## src/rtl/rlphe_pkg.sv

```systemverilog
// Shared types and constants of the RLP item header encoder.
// Depends on nothing; every other file of the block refers to it by scoped names.
package rlphe_pkg;

    // Header offsets and limits of the length prefix scheme.
    localparam logic [7:0] OFFSET_STRING = 8'd128;
    localparam logic [7:0] OFFSET_LIST   = 8'd192;
    localparam logic [7:0] BARE_LIMIT    = 8'h80;
    localparam logic [7:0] LONG_BASE     = 8'd55;
    localparam logic [31:0] SHORT_LIMIT  = 32'd56;

    // Width of the length byte counter: the length field holds at most four bytes.
    localparam int LEN_CNT_W = 3;

    // One input beat.
    typedef struct packed {
        logic        is_list;
        logic [31:0] payload_len;
        logic [7:0]  data_byte;
    } in_item_t;

    // One result beat.
    typedef struct packed {
        logic [7:0] out_byte;
        logic       out_last;
    } out_item_t;

    // Work for the back end: an optional header byte, up to four length bytes
    // and an optional payload byte, emitted in that order.
    typedef struct packed {
        logic                 has_hdr;
        logic [7:0]           hdr_byte;
        logic                 hdr_last;
        logic [LEN_CNT_W-1:0] n_len;
        logic [31:0]          len_value;
        logic                 has_data;
        logic [7:0]           data_byte;
        logic                 data_last;
    } cmd_t;

    // Emission phase of the back end.
    typedef enum logic [1:0] {
        PH_HDR,
        PH_LEN,
        PH_DATA
    } phase_t;

endpackage

```

## src/rtl/rlphe_front.sv

```systemverilog
// Front end of the RLP item header encoder: accepts input beats, tracks the
// payload still due and turns each beat into one back-end command. Uses rlphe_pkg.
module rlphe_front #(
    parameter int LEN_BYTES = 4
) (
    input  logic              aclk,
    input  logic              aresetn,
    input  logic              s_valid,
    output logic              s_ready,
    input  rlphe_pkg::in_item_t s_data,
    output logic              cmd_valid,
    input  logic              cmd_ready,
    output rlphe_pkg::cmd_t   cmd_data
);

    localparam int LB_EFF = (LEN_BYTES < 4) ? LEN_BYTES : 4;
    localparam int LW     = 8 * LB_EFF;

    logic [LW-1:0] rem_reg;
    logic [LW-1:0] rem_next;
    logic [31:0]   len_sat;
    logic [31:0]   len_m1;
    logic [7:0]    offset;
    logic [2:0]    n_bytes;
    logic          bare;
    logic          accept;

    assign s_ready   = cmd_ready;
    assign cmd_valid = s_valid;
    assign accept    = s_valid && cmd_ready;

    // Lengths beyond what the length field can carry saturate to its maximum.
    if (LW < 32) begin : g_sat
        always_comb begin
            if (s_data.payload_len[31:LW] != '0) begin
                len_sat = {{(32-LW){1'b0}}, {LW{1'b1}}};
            end else begin
                len_sat = s_data.payload_len;
            end
        end
    end else begin : g_nosat
        assign len_sat = s_data.payload_len;
    end

    assign len_m1 = len_sat - 32'd1;
    assign offset = s_data.is_list ? rlphe_pkg::OFFSET_LIST : rlphe_pkg::OFFSET_STRING;
    assign bare   = !s_data.is_list && (len_sat == 32'd1)
                    && (s_data.data_byte < rlphe_pkg::BARE_LIMIT);

    // Minimal big-endian byte count of the length.
    always_comb begin
        if (len_sat[31:24] != 8'd0) begin
            n_bytes = 3'd4;
        end else if (len_sat[23:16] != 8'd0) begin
            n_bytes = 3'd3;
        end else if (len_sat[15:8] != 8'd0) begin
            n_bytes = 3'd2;
        end else begin
            n_bytes = 3'd1;
        end
    end

    // Classify the beat: payload continuation, bare byte, short or long header.
    always_comb begin
        cmd_data           = '0;
        cmd_data.data_byte = s_data.data_byte;
        rem_next           = rem_reg;
        if (rem_reg != '0) begin
            cmd_data.has_data  = 1'b1;
            cmd_data.data_last = (rem_reg == {{(LW-1){1'b0}}, 1'b1});
            rem_next           = rem_reg - {{(LW-1){1'b0}}, 1'b1};
        end else if (bare) begin
            cmd_data.has_data  = 1'b1;
            cmd_data.data_last = 1'b1;
        end else begin
            cmd_data.has_hdr   = 1'b1;
            cmd_data.has_data  = (len_sat != 32'd0);
            cmd_data.data_last = (len_sat == 32'd1);
            cmd_data.len_value = len_sat;
            if (len_sat < rlphe_pkg::SHORT_LIMIT) begin
                cmd_data.hdr_byte = offset + len_sat[7:0];
                cmd_data.hdr_last = (len_sat == 32'd0);
            end else begin
                cmd_data.hdr_byte = offset + rlphe_pkg::LONG_BASE + {5'd0, n_bytes};
                cmd_data.n_len    = n_bytes;
            end
            if (len_sat != 32'd0) begin
                rem_next = len_m1[LW-1:0];
            end
        end
    end

    // Payload bytes still due in the current item.
    always_ff @(posedge aclk) begin
        if (!aresetn) begin
            rem_reg <= '0;
        end else if (accept) begin
            rem_reg <= rem_next;
        end
    end

endmodule

```

## src/rtl/rlphe_fifo.sv

```systemverilog
// Two-entry command queue between the front and back ends of the encoder.
// Uses rlphe_pkg for the command type.
module rlphe_fifo (
    input  logic            aclk,
    input  logic            aresetn,
    input  logic            wr_valid,
    output logic            wr_ready,
    input  rlphe_pkg::cmd_t wr_data,
    output logic            rd_valid,
    input  logic            rd_ready,
    output rlphe_pkg::cmd_t rd_data
);

    rlphe_pkg::cmd_t entry_reg [2];
    logic       wr_ptr_reg;
    logic       rd_ptr_reg;
    logic [1:0] count_reg;
    logic       push;
    logic       pop;

    assign wr_ready = (count_reg != 2'd2);
    assign rd_valid = (count_reg != 2'd0);
    assign rd_data  = entry_reg[rd_ptr_reg];
    assign push     = wr_valid && wr_ready;
    assign pop      = rd_valid && rd_ready;

    // Entry storage; payload needs no reset.
    always_ff @(posedge aclk) begin
        if (push) begin
            entry_reg[wr_ptr_reg] <= wr_data;
        end
    end

    // Pointers and fill count.
    always_ff @(posedge aclk) begin
        if (!aresetn) begin
            wr_ptr_reg <= 1'b0;
            rd_ptr_reg <= 1'b0;
            count_reg  <= 2'd0;
        end else begin
            if (push) begin
                wr_ptr_reg <= !wr_ptr_reg;
            end
            if (pop) begin
                rd_ptr_reg <= !rd_ptr_reg;
            end
            if (push && !pop) begin
                count_reg <= count_reg + 2'd1;
            end else if (pop && !push) begin
                count_reg <= count_reg - 2'd1;
            end
        end
    end

endmodule

```

## src/rtl/rlphe_back.sv

```systemverilog
// Back end of the encoder: takes commands from the queue and emits their
// header, length and payload bytes through a registered output. Uses rlphe_pkg.
module rlphe_back (
    input  logic                 aclk,
    input  logic                 aresetn,
    input  logic                 cmd_valid,
    output logic                 cmd_ready,
    input  rlphe_pkg::cmd_t      cmd_data,
    output logic                 m_valid,
    input  logic                 m_ready,
    output rlphe_pkg::out_item_t m_data
);

    rlphe_pkg::cmd_t               cmd_reg;
    logic                          busy_reg;
    rlphe_pkg::phase_t             phase_reg;
    rlphe_pkg::phase_t             phase_next;
    logic [rlphe_pkg::LEN_CNT_W-1:0] cnt_reg;
    logic [rlphe_pkg::LEN_CNT_W-1:0] cnt_next;
    logic                          m_valid_reg;
    rlphe_pkg::out_item_t          m_data_reg;
    logic [7:0]                    cur_byte;
    logic [7:0]                    len_byte;
    logic                          cur_last;
    logic                          final_step;
    logic                          step;
    logic                          load;

    assign step      = busy_reg && (!m_valid_reg || m_ready);
    assign load      = cmd_valid && (!busy_reg || (step && final_step));
    assign cmd_ready = !busy_reg || (step && final_step);
    assign m_valid   = m_valid_reg;
    assign m_data    = m_data_reg;

    // Length bytes go out most significant first.
    always_comb begin
        case (cnt_reg)
            3'd4:    len_byte = cmd_reg.len_value[31:24];
            3'd3:    len_byte = cmd_reg.len_value[23:16];
            3'd2:    len_byte = cmd_reg.len_value[15:8];
            default: len_byte = cmd_reg.len_value[7:0];
        endcase
    end

    // Byte, last flag and end of command for the current phase.
    always_comb begin
        case (phase_reg)
            rlphe_pkg::PH_HDR: begin
                cur_byte   = cmd_reg.hdr_byte;
                cur_last   = cmd_reg.hdr_last;
                final_step = (cmd_reg.n_len == '0) && !cmd_reg.has_data;
            end
            rlphe_pkg::PH_LEN: begin
                cur_byte   = len_byte;
                cur_last   = 1'b0;
                final_step = (cnt_reg == 3'd1) && !cmd_reg.has_data;
            end
            default: begin
                cur_byte   = cmd_reg.data_byte;
                cur_last   = cmd_reg.data_last;
                final_step = 1'b1;
            end
        endcase
    end

    // Next phase and length byte count.
    always_comb begin
        phase_next = phase_reg;
        cnt_next   = cnt_reg;
        if (load) begin
            phase_next = cmd_data.has_hdr ? rlphe_pkg::PH_HDR : rlphe_pkg::PH_DATA;
            cnt_next   = cmd_data.n_len;
        end else if (step) begin
            case (phase_reg)
                rlphe_pkg::PH_HDR: begin
                    phase_next = (cmd_reg.n_len != '0) ? rlphe_pkg::PH_LEN
                                                       : rlphe_pkg::PH_DATA;
                end
                rlphe_pkg::PH_LEN: begin
                    cnt_next = cnt_reg - 3'd1;
                    if (cnt_reg == 3'd1) begin
                        phase_next = rlphe_pkg::PH_DATA;
                    end
                end
                default: begin
                    phase_next = phase_reg;
                end
            endcase
        end
    end

    // Sequencer state and the held command.
    always_ff @(posedge aclk) begin
        if (!aresetn) begin
            busy_reg  <= 1'b0;
            phase_reg <= rlphe_pkg::PH_HDR;
            cnt_reg   <= '0;
        end else begin
            phase_reg <= phase_next;
            cnt_reg   <= cnt_next;
            if (load) begin
                busy_reg <= 1'b1;
            end else if (step && final_step) begin
                busy_reg <= 1'b0;
            end
        end
    end

    always_ff @(posedge aclk) begin
        if (load) begin
            cmd_reg <= cmd_data;
        end
    end

    // Output register: holds a beat until the sink takes it.
    always_ff @(posedge aclk) begin
        if (!aresetn) begin
            m_valid_reg <= 1'b0;
        end else if (step) begin
            m_valid_reg <= 1'b1;
        end else if (m_ready) begin
            m_valid_reg <= 1'b0;
        end
    end

    always_ff @(posedge aclk) begin
        if (step) begin
            m_data_reg.out_byte <= cur_byte;
            m_data_reg.out_last <= cur_last;
        end
    end

endmodule

```

## src/rtl/rlp_item_header_encoder_unit.sv

```systemverilog
// RLP item header encoder: each input beat carries one payload byte; the first beat of an
// item also gives its kind and length, and the block emits the length-prefix header ahead
// of that byte, marking the final byte of the item with out_last. Payload bytes flow at one
// per cycle while the sink is ready; an item start emits 1 to 6 output bytes (header
// byte, up to four length bytes, first payload byte) from the back-end byte sequencer.
// The input side accepts a beat per cycle while the two-entry command queue has room.
// Lengths wider than LEN_BYTES bytes saturate. Depends on rlphe_pkg and its submodules.
module rlp_item_header_encoder_unit #(
    parameter int LEN_BYTES = 4
) (
    input  logic                 aclk,
    input  logic                 aresetn,
    input  logic                 s_valid,
    output logic                 s_ready,
    input  rlphe_pkg::in_item_t  s_data,
    output logic                 m_valid,
    input  logic                 m_ready,
    output rlphe_pkg::out_item_t m_data
);

    logic            fr_valid;
    logic            fr_ready;
    rlphe_pkg::cmd_t fr_cmd;
    logic            bk_valid;
    logic            bk_ready;
    rlphe_pkg::cmd_t bk_cmd;

    // Classification of input beats.
    rlphe_front #(
        .LEN_BYTES(LEN_BYTES)
    ) u_front (
        .aclk     (aclk),
        .aresetn  (aresetn),
        .s_valid  (s_valid),
        .s_ready  (s_ready),
        .s_data   (s_data),
        .cmd_valid(fr_valid),
        .cmd_ready(fr_ready),
        .cmd_data (fr_cmd)
    );

    // Decoupling queue.
    rlphe_fifo u_fifo (
        .aclk    (aclk),
        .aresetn (aresetn),
        .wr_valid(fr_valid),
        .wr_ready(fr_ready),
        .wr_data (fr_cmd),
        .rd_valid(bk_valid),
        .rd_ready(bk_ready),
        .rd_data (bk_cmd)
    );

    // Byte sequencer and output register.
    rlphe_back u_back (
        .aclk     (aclk),
        .aresetn  (aresetn),
        .cmd_valid(bk_valid),
        .cmd_ready(bk_ready),
        .cmd_data (bk_cmd),
        .m_valid  (m_valid),
        .m_ready  (m_ready),
        .m_data   (m_data)
    );

endmodule
```

## config.mk

```make
export PLATFORM = sky130hd
export DESIGN_NAME = rlp_item_header_encoder_unit
export DESIGN_NICKNAME = d
export VERILOG_FILES = /design/src/rtl/rlphe_pkg.sv /design/src/rtl/rlphe_front.sv /design/src/rtl/rlphe_fifo.sv /design/src/rtl/rlphe_back.sv /design/src/rtl/rlp_item_header_encoder_unit.sv
export SDC_FILE = /design/constraint.sdc
export NUM_CORES = 1
export LEC_CHECK = 0
export BUFFER_PORTS_ARGS = -buffer_cell sky130_fd_sc_hd__clkbuf_2
export CAP_MARGIN = 20
export CORE_MARGIN = 10
export CORE_UTILIZATION = 41
export CTS_CLUSTER_DIAMETER = 40
export DETAILED_ROUTE_END_ITERATION = 7
export GPL_ROUTABILITY_DRIVEN = 0
export PLACE_DENSITY = 0.69
export SLEW_MARGIN = 40
export SYNTH_ARGS = -nofsm -noshare
export SYNTH_HDL_FRONTEND = slang
export SYNTH_SLANG_ARGS = --single-unit
```

## constraint.sdc

```tcl
create_clock -name aclk -period 7.15 [get_ports aclk]
set_clock_uncertainty 0.05 [all_clocks]
set_input_delay 0.715 -clock aclk [delete_from_list [all_inputs] [get_ports aclk]]
set_output_delay 0.715 -clock aclk [all_outputs]
set_load 0.03 [all_outputs]
```

# [Word level (Yosys, flattened, before mapping)]
# Memories as Yosys holds them, arrays and structs flattened. A register that Yosys moved wholly into a read port is not among the register bits.
# Index checks and enable logic that the tools add are counted.
[totals] reg_bits=106 ram_bits=110 inputBits=45 output_inout_bits=11 word_cells=117 memories=1
[mem_list] memory="u_fifo.entry_reg" words=2 width=55 rd=1 rd_clocked_by_memory_dff=1 wr=1 line="rlphe_fifo.sv:14" rtl="rlphe_pkg::cmd_t entry_reg [2];"
[classes] add_sub_neg=8 n_lt_le_gt_ge=2 eq_ne=10 muxes=39 n_reduce_logical=40
[ops] operator="2-to-1 mux 32 bit" count=3
[ops] operator="2-to-1 mux 45 bit" count=2
[ops] operator="equality test 32 x 1 -> 1 bit, second input constant" count=2
[ops] operator="nonzero test 32 bit" count=2
[ops] operator="subtractor 32 x 1 -> 32 bit, second input constant" count=2
[ops] operator="zero test 32 bit" count=1
[ops] operator="< comparator 32 x 6 -> 1 bit, second input constant" count=1
[ops] operator="one-hot mux 8 bit (3 select lines)" count=1
[ops] operator="nonzero test 8 bit" count=3
[ops] operator="2-to-1 mux 3 bit" count=6
[ops] operator="2-to-1 mux 2 bit" count=8
[ops] operator="one-hot mux 8 bit (2 select lines)" count=1
[ops] operator="nonzero test 2 bit" count=7
[ops] operator="2-to-1 mux 1 bit" count=13
[ops] operator="logical AND 1 bit" count=10
[ops] operator="adder 8 x 3 -> 8 bit" count=1
[ops] operator="adder 8 x 6 -> 8 bit, second input constant" count=1
[ops] operator="adder 8 bit" count=1
[ops] operator="zero test 1 bit" count=8
[ops] operator="< comparator 8 bit, second input constant" count=1
[ops] operator="2-to-1 mux 8 bit" count=1
[ops] operator="2-to-1 mux 7 bit" count=1
[ops] operator="equality test 3 x 2 -> 1 bit, second input constant" count=2
[ops] operator="AND reduction 3 bit" count=2
[ops] operator="other kinds (15)" count=19

# [Longest topological paths before layout]
# Gate-level depths: netlist (run 1).
[depth] depth_word=9 depth_mapped=12 ltp_nobuf=12

# [Modules after synthesis]
# From an unflattened synthesis (run 1), not the netlist that was laid out.
[unflattened] cells_unflattened=840 hier_area_um2=10248.6
[by_module_without_submodules] mod="rlphe_fifo" n_inst=1 cells_each=195 area_each_um2=4207.8 seq_area_each_um2=3403.3
[by_module_without_submodules] mod="rlphe_front" n_inst=1 cells_each=462 area_each_um2=3296.9 seq_area_each_um2=640.6
[by_module_without_submodules] mod="rlphe_back" n_inst=1 cells_each=183 area_each_um2=2743.9 seq_area_each_um2=2031.9

# [Least setup slack after synthesis (run 1)]
# OpenSTA, ideal clock, no wires.
[synth_timing] path_kind="register -> register" from="reg u_back.cnt_reg[1] in the netlist's numbering" to="reg u_fifo.count_reg[1]" setup_time_ns=0.070 arrival_ns=4.854 required_ns=7.030 setup_slack_ns=2.175 stages_incl_launch_ff=12 n_path_buf=0 synth_period_minus_slack_ns=4.975 cell_sequence="dfxtp_1 -> inv_1 -> ha_1 -> or4bb_1 -> o41ai_1 -> a21oi_1 -> o21a_1 -> nor2_1 -> inv_1 -> ha_1 -> or3_1 -> a21oi_1"
[synth_via] elab_chain_len=9 elab_cells_between_ends=11 classes_between="eq/ne: 1; mux: 2; reduce/logical: 8"
[synth_lines] element="start, declared" line="rlphe_back.sv:18" rtl="logic [rlphe_pkg::LEN_CNT_W-1:0] cnt_reg;"
[synth_lines] element="start signal, assigned" line="rlphe_back.sv:100" rtl="cnt_reg <= cnt_next;"
[synth_lines] element="equality test 3 x 1 -> 1 bit *" line="rlphe_back.sv:56" rtl="final_step = (cnt_reg == 3'd1) && !cmd_reg.has_data;"
[synth_lines] element="logical AND 1 bit *" line="rlphe_back.sv:56"
[synth_lines] element="one-hot mux 1 bit (2 select lines) *" line="rlphe_back.sv:47" rtl="case (phase_reg)"
[synth_lines] element="logical AND 1 bit *"
[synth_lines] element="logical OR 1 bit *"
[synth_lines] element="logical AND 1 bit *"
[synth_lines] element="via u_back.load" line="rlphe_back.sv:27" rtl="logic load;"
[synth_lines] element="zero test 1 bit" line="rlphe_fifo.sv:47" rtl="if (push && !pop) begin"
[synth_lines] element="logical AND 1 bit" line="rlphe_fifo.sv:47"
[synth_lines] element="2-to-1 mux 2 bit / nonzero test 2 bit (equally long branches)"
[synth_lines] element="end signal, assigned" line="rlphe_fifo.sv:48" rtl="count_reg <= count_reg + 2'd1;"
[synth_lines] element="end signal, assigned" line="rlphe_fifo.sv:50" rtl="count_reg <= count_reg - 2'd1;"
[synth_lines] element="end, declared" line="rlphe_fifo.sv:17" rtl="logic [1:0] count_reg;"
# The timed path passes the listed nets; every way through them passes the cells marked *.
# A chain may end at the register's enable or synchronous reset.

==> results of run 1 <==
## worst max-delay path: stages (launching register included)
cell	delay (ns)
dfxtp_1	0.38
nor4_4	0.45
nand4_1	0.22
nor3_2	0.69
o41ai_4	0.26
buf_4	0.25
nor4b_1	0.54
## layout by cell type, fill, tap and decap left out, types with 4 or more instances in the layout
cell | synthesis | layout
xnor2_1 | 12 | 12
mux2_2 | 54 | 54
xor2_1 | 19 | 19
inv_1 | 18 | 18
clkbuf_16 | 0 | 27
edfxtp_1 | 173 | 173
a22oi_1 | 14 | 14
a211oi_1 | 11 | 11
o31a_1 | 6 | 6
nor4_2 | 5 | 5
clkbuf_8 | 0 | 4
o21ai_0 | 30 | 30
clkbuf_2 | 1 | 55
a21oi_1 | 49 | 49
o211ai_1 | 8 | 8
a21o_1 | 9 | 9
nand2_1 | 37 | 37
dfxtp_1 | 44 | 42
and2_1 | 34 | 34
nor2_1 | 68 | 67
nand3_1 | 13 | 13
buf_4 | 1 | 9
nand4_1 | 6 | 6
inv_6 | 0 | 6
o221a_1 | 5 | 5
a221oi_1 | 8 | 8
or3_1 | 11 | 11
a31oi_1 | 5 | 5
ha_1 | 12 | 12
or4_1 | 6 | 6
and3_1 | 7 | 6
nor4_1 | 19 | 19
o32ai_1 | 4 | 4
nor3_1 | 31 | 31
## layout make-up
| cell class | count | area, sq um |
|---|---|---|
| flip-flops and latches | 217 | 6078 |
| multi-input cells | 541 | 3792 |
| fillers | 2084 | 12670 |
| clock inverters | 17 | 219.0 |
| clock buffers | 32 | 734.5 |
| well taps | 324 | 405.4 |
| inverters | 20 | 75.07 |
| repair buffers | 64 | 342.8 |
## logic make-up (layout without fill, tap and decap cells)
group,count (synthesis),after routing,synth area share
fa+ha+maj,12,12,0.01483
flops,217,217,0.6003
mux,56,56,0.06206
xor+xnor,31,31,0.02683
compound gates,175,175,0.1194
simple gates,267,267,0.1500
buf+inv,64,133,0.02658
## routing by layer
layer / vias up / global-route usage
met5: - / 0
met4: 0 / 0.03573
met3: 32 / 0.02966
met2: 219 / 0.2602
met1: 3338 / 0.1913
li1: 3247 / -
## report_power, final
group | leakage [nW] | internal, mW | switching [mW]
registers | 2.01 | 1.99 | 0.246
clock network | 0.468 | 0.860 | 0.552
logic | 1.64 | 0.810 | 1.33
## path summary, 6_finish.rpt
| path | from | endpoint | depth (start not counted) |
|---|---|---|---|
| setup / recovery | u_front.rem_reg[4] | u_fifo.entry_reg[1][42] | 6 |
| hold / removal | s_data[6] | u_fifo.entry_reg[1][7] | 1 |
| setup reg to reg | u_front.rem_reg[4] | u_fifo.entry_reg[1][42] | 6 |
| hold reg to reg | u_front.rem_reg[1] | u_front.rem_reg[1] | 2 |
## synth_stat cells (6+ instances only)
library cell,number
edfxtp_1,173
nor2_1,68
mux2_2,54
a21oi_1,49
dfxtp_1,44
nand2_1,37
and2_1,34
clkbuf_1,33
nor3_1,31
o21ai_0,30
nor4_1,19
xor2_1,19
inv_1,18
a22oi_1,14
nand3_1,13
ha_1,12
xnor2_1,12
a211oi_1,11
or3_1,11
a21o_1,9
a221oi_1,8
o211ai_1,8
and3_1,7
buf_2,7
nand4_1,6
o31a_1,6
or4_1,6
==> impl_results.md, run 1 <==
* Status: complete, no violations
* Die X at roughly 180 um
* Post-synth top flop: edfxtp_1
* Worst slack, placed at ~3.3 ns
* Wl on met1 at about 10,000 um
* Power Dens Cells at 497.5 nW/um^2
* Unrepaired setup endpoints after global routing: no
* CTS tree: done
* Post-route cell area at roughly 12,000 sq um
* Slew Viols, Final at 0
* Number of vias per cell at ~5.6
* Syn_nets at 879
* Post-Synthesis Cells at approximately 800
* Synth area leaders: edfxtp_1, dfxtp_1, mux2_2, nor2_1, a21oi_1
* Initial antenna violation count at 0
* Slew HR at 0.4684
* Required time of the worst setup path at 7.34 ns
* Synthesized area at around 10,000 sq um
* H-tree depth at 1
* Vias in the first global route at around 6,700
* Clock sink count at 217
* Layout cell share with drive strength beyond 1 at 0.2200
* WP data arrival at ~3.3 ns
* Fmax at 0.3200 GHz
* CTS clock-pin slew for the worst setup and hold paths at roughly 0.060 ns
* Placement Cell Area at 10,690 sq um
* Post-synth EDFFs at between 150 and 200
* Max reg flops at 110
* Starting Density at 0.4162
* Final TNS setup at 0 ns
* Final Cycle Share at 0.4370
* Ports at 56
* Area share of the largest cell type after synthesis at 0.5133
* Fin cells at about 1,200
* CTS max path bufs at 3
* Slew of the pin with the lowest slew margin at 0.7974 ns
* Setup Crit Path Kind: reg2reg
* Sequential-to-total area share from yosys stat at 0.6003
* Port bufs at 55
* CTS Root Cell: clkbuf_16
* Total gr overflow at 0
* Post-route setup slack at 4.025 ns
* Largest area contributor in the netlist: edfxtp_1
* Synth Register Bits at around 220
* Max-Cap Viols at 0
* Setup crit end kind: register
* Rows at 57
* First-pass GRT wire length at around 38,000 um
* Total routed wirelength at approximately 24,000 um
* Iteration-0 DRC Markers at ~630
* Library cells used by synthesis at 68
* Power Total at between 5 and 6 mW
* Total GRT Usage at 0.1512
* Layout area overhead at 15.08%
* Final Util at 0.4789
* HP Class: in2reg
* Worst skew pair latency at between 0.5 and 0.6 ns
* CTS Hold Bufs at 0
* VDD IR-drop max at 185.7 uV
* Startpoint types: register
* CTS resizes at 0
* Via Count at 6,836
* Mean Syn Cell Area at between 10 and 15 sq um
* Final hold violation count at 0
* Max Used Layer: met4
* Worst Path Max Fanout at 11
* Residual DRC count at 0
* Synth async-reset ratio at 0
* Yosys Warn Count at 0
* Setup Viol. Count Final at 0
* Dpl hpwl at approximately 16,000 um
* Die area at approximately 31,000 sq um
* TritonRoute pass-1 iters at 5
* Leak at between 4 and 5 nW
* Dpl cells at roughly 1,200
* Met3 Wirelength at approximately 1500 um
* Layout Nets at between 900 and 1,000
* Largest net degree at the start of global routing at 56
* Post-route ant nets at 0
* Post-DR wirelength/cell at 19.83 um
* Area of the core at about 24,000 sq um
* Chip Height at between 150 and 200 um
* Minimum clock period at 3.125 ns
* Reg2reg setup slack at 4.03 ns
* CTS Buf Count at 27
* Postcts setup bufs at 0
* Antenna diode count at 0
* Met2 wire len at 12,030 um
* Min Hold Slack at 0.3315 ns
No activity file was read; power rests on OpenSTA's default activity.
==> run 2, diff against run 1 <==
PLACE_DENSITY = 0.71   (was 0.69)
clock period = 2.6 ns   (was 7.15 ns; I/O delays follow)
==> run 2 against run 1 <==
Net effect: register-to-register slack worse by 4.0 ns; critical path depth is 6 higher; worst hold slack worse by 0.30 ns; highest routed layer is now met5; global-route usage is 0.39 points higher; total power grew to 2.9 times the previous value; largest power group is now combinational logic; clock-buffer cell count is 1 higher; combinational power grew to 3.1 times the previous value; maximum frequency is 24% higher.
==> impl_results.md, run 2 (synthesis gave the netlist of run 1 again) <==
* Post-DR wirelength/cell at 19.27 um (-2.8%)
* Setup crit end kind: register
* WP data arrival at 2.94 ns (-0.38 ns)
* Final Util at 0.5029 (+0.02397)
* Max-Cap Viols at 0 (unchanged)
* Total routed wirelength at 24,600 um (+2.1%)
* Area of the core at 24,320 sq um (unchanged)
* Delay of the slowest critical-path stage at 0.44 ns (-0.25 ns)
* Required time of the worst setup path at 3.02 ns (-4.32 ns)
* Most frequent cells in the layout: edfxtp_1, nor2_1, clkbuf_2
* Internal power at 10.56 mW (+190%)
* Comb power frac at 0.402 (+0.032)
* Switching Share at 0.3669 (-0.0007291)
* Total gr overflow at 0 (unchanged)
* H-tree depth at 1 (unchanged)
* Dpl hpwl at 16,980 um (+3.8%)
* Initial antenna violation count at 2 (+2)
* Commonest non-fill, non-tap cell in the layout: edfxtp_1
* Final TNS setup at 0 ns (unchanged)
* Rows at 57 (unchanged)
* CTS clock-pin slew for the worst setup and hold paths at 0.06 ns (about the same)
* Post-route ant nets at 0 (unchanged)
* First-pass GRT wire length at 38,740 um (+3.0%)
* HP Class: in2reg
* Via Count at 7,137 (+4.4%)
* Die area at 31,370 sq um (unchanged)
* Seq pwr share at 0.364 (-0.022)
* Minimum clock period at 2.526 ns (-0.5987 ns)
* Placement Cell Area at 11,110 sq um (+3.9%)
* CTS tree: done
* Power Total at 16.68 mW (+190%)
* Final hold violation count at 0 (unchanged)
* Die X at 177.1 um (unchanged)
* Min Hold Slack at 0.02939 ns (-0.3021 ns)
* Reg2reg setup slack at 0.07 ns (-3.95 ns)
* Post-route cell area at 12,230 sq um (+5.0%)
* Post-route setup slack at 0.07389 ns (-3.951 ns)
* Fmax at 0.3959 GHz (+24%)
* Setup Crit Path Kind: reg2reg
* Unrepaired setup endpoints after global routing: yes
* TritonRoute pass-1 iters at 7 (+2)
* Slew HR at 0.6027 (+0.1343)
* Dpl cells at 1,208 (+3.7%)
* CTS Root Cell: clkbuf_16
* Worst skew pair latency at 0.55 ns (+0.02 ns)
* Layout Nets at 986 (+6.3%)
* Iteration-0 DRC Markers at 697 (+11%)
* Max reg flops at 110 (unchanged)
* CTS max path bufs at 3 (unchanged)
* Startpoint types: register
* VDD IR-drop max at 767.1 uV (+310%)
* Status: complete, no violations
* Final Cycle Share at 0.9716 (+0.5345)
* Layout area overhead at 20.84%
* P_sw at 6.120 mW (+190%)
* Power Dens Cells at 1364 nW/um^2 (+170%)
* Fin cells at 1,277 (+5.1%)
* Slew of the pin with the lowest slew margin at 0.5905 ns (-0.2068 ns)
* CTS Buf Count at 29 (+7.4%)
* Crit-path cells: inv_2 > ha_1 > or4bb_1 > o41ai_2 > a21oi_1 > o21a_2 > nor2_4 > inv_2 > ha_4 > xor2_1 > or3_1 > a21oi_1
* Number of vias per cell at 5.589 (-0.67%)
* Total GRT Usage at 0.1550 (+0.003879)
* Worst slack, placed at -0.04775 ns (-3.334 ns)
* Clock sink count at 217 (unchanged)
* Vias in the first global route at 6,990 (+4.8%)
* Clock power share at 0.234 (-0.010)
* Ports at 56 (unchanged)
* Slew Viols, Final at 0 (unchanged)
* Largest net degree at the start of global routing at 56 (unchanged)
* Starting Density at 0.4162 (unchanged)
* Residual DRC count at 0 (unchanged)
* Worst Path Max Fanout at 4 (-7)
* Setup Viol. Count Final at 0 (unchanged)
* Slowest stage cell, crit path: or4bb_1
* Chip Height at 177.1 um (unchanged)
* Layout cell share with drive strength beyond 1 at 0.2626 (+0.04263)
* Port bufs at 55 (unchanged)
* Leak at 4.420 nW (+7.3%)
==> run 2: changes by cell type in the layout (fill, tap and decap cells not counted), moves of 3 or more <==
cell,previous run,this run
buf_12,0,6
buf_4,9,50
clkbuf_1,1,4
clkbuf_8,4,0
clkinv_1,1,4
dlygate4sd3_1,0,9
inv_6,6,3
==> run 2: area by class of cell <==
cell class / count / area, sq um
clock buffer: 33 / 740.7
antenna: 1 / 2.502
fill: 2068 / 12090
timing repair buffer: 120 / 860.8
multi-input combinational: 541 / 3834
clock inverter: 21 / 232.7
inverter: 20 / 75.07
sequential: 217 / 6080
tap: 324 / 405.4
==> run 2: worst paths after layout <==
kind,start,to,cells past startpoint
setup / recovery,u_back.cnt_reg[1],u_fifo.count_reg[1],12
hold / removal,s_data[19],u_fifo.entry_reg[0][21],2
setup reg to reg,u_back.cnt_reg[1],u_fifo.count_reg[1],12
hold reg to reg,u_front.rem_reg[1],u_front.rem_reg[1],2
==> run 2: worst max-delay path: cells and delay by family, from the launching register on <==
| family | cells | cell delay [ns] |
|---|---|---|
| xor+xnor | 1 | 0.14 |
| buf+inv | 2 | 0.13 |
| flops | 1 | 0.34 |
| fa+ha+maj | 2 | 0.28 |
| compound gates | 4 | 0.62 |
| simple gates | 3 | 0.88 |
==> run 2: what timing repair did <==
action,CTS,global route
buffers inserted,0,5
hold endpoints to repair,17,0
resized for setup,0,3
hold buffers,9,0
endpoints found under the setup margin,0,9
==> run 2: power by group through the flow <==
stage,sequential (mW),combinational [mW],clock [mW]
finish,6.07,6.71,3.91
global route,6.19,7.44,4.11
CTS,6.05,6.62,3.97
detailed placement,6.11,6.57,0
global placement,6.05,6.44,0
floorplan,6.09,4.44,0
==> run 2: metal layers <==
layer	wire, um	global-route usage
met1	10350	0.2012
met2	11800	0.2564
met4	722	0.04308
met5	22	0
met3	1708	0.03264
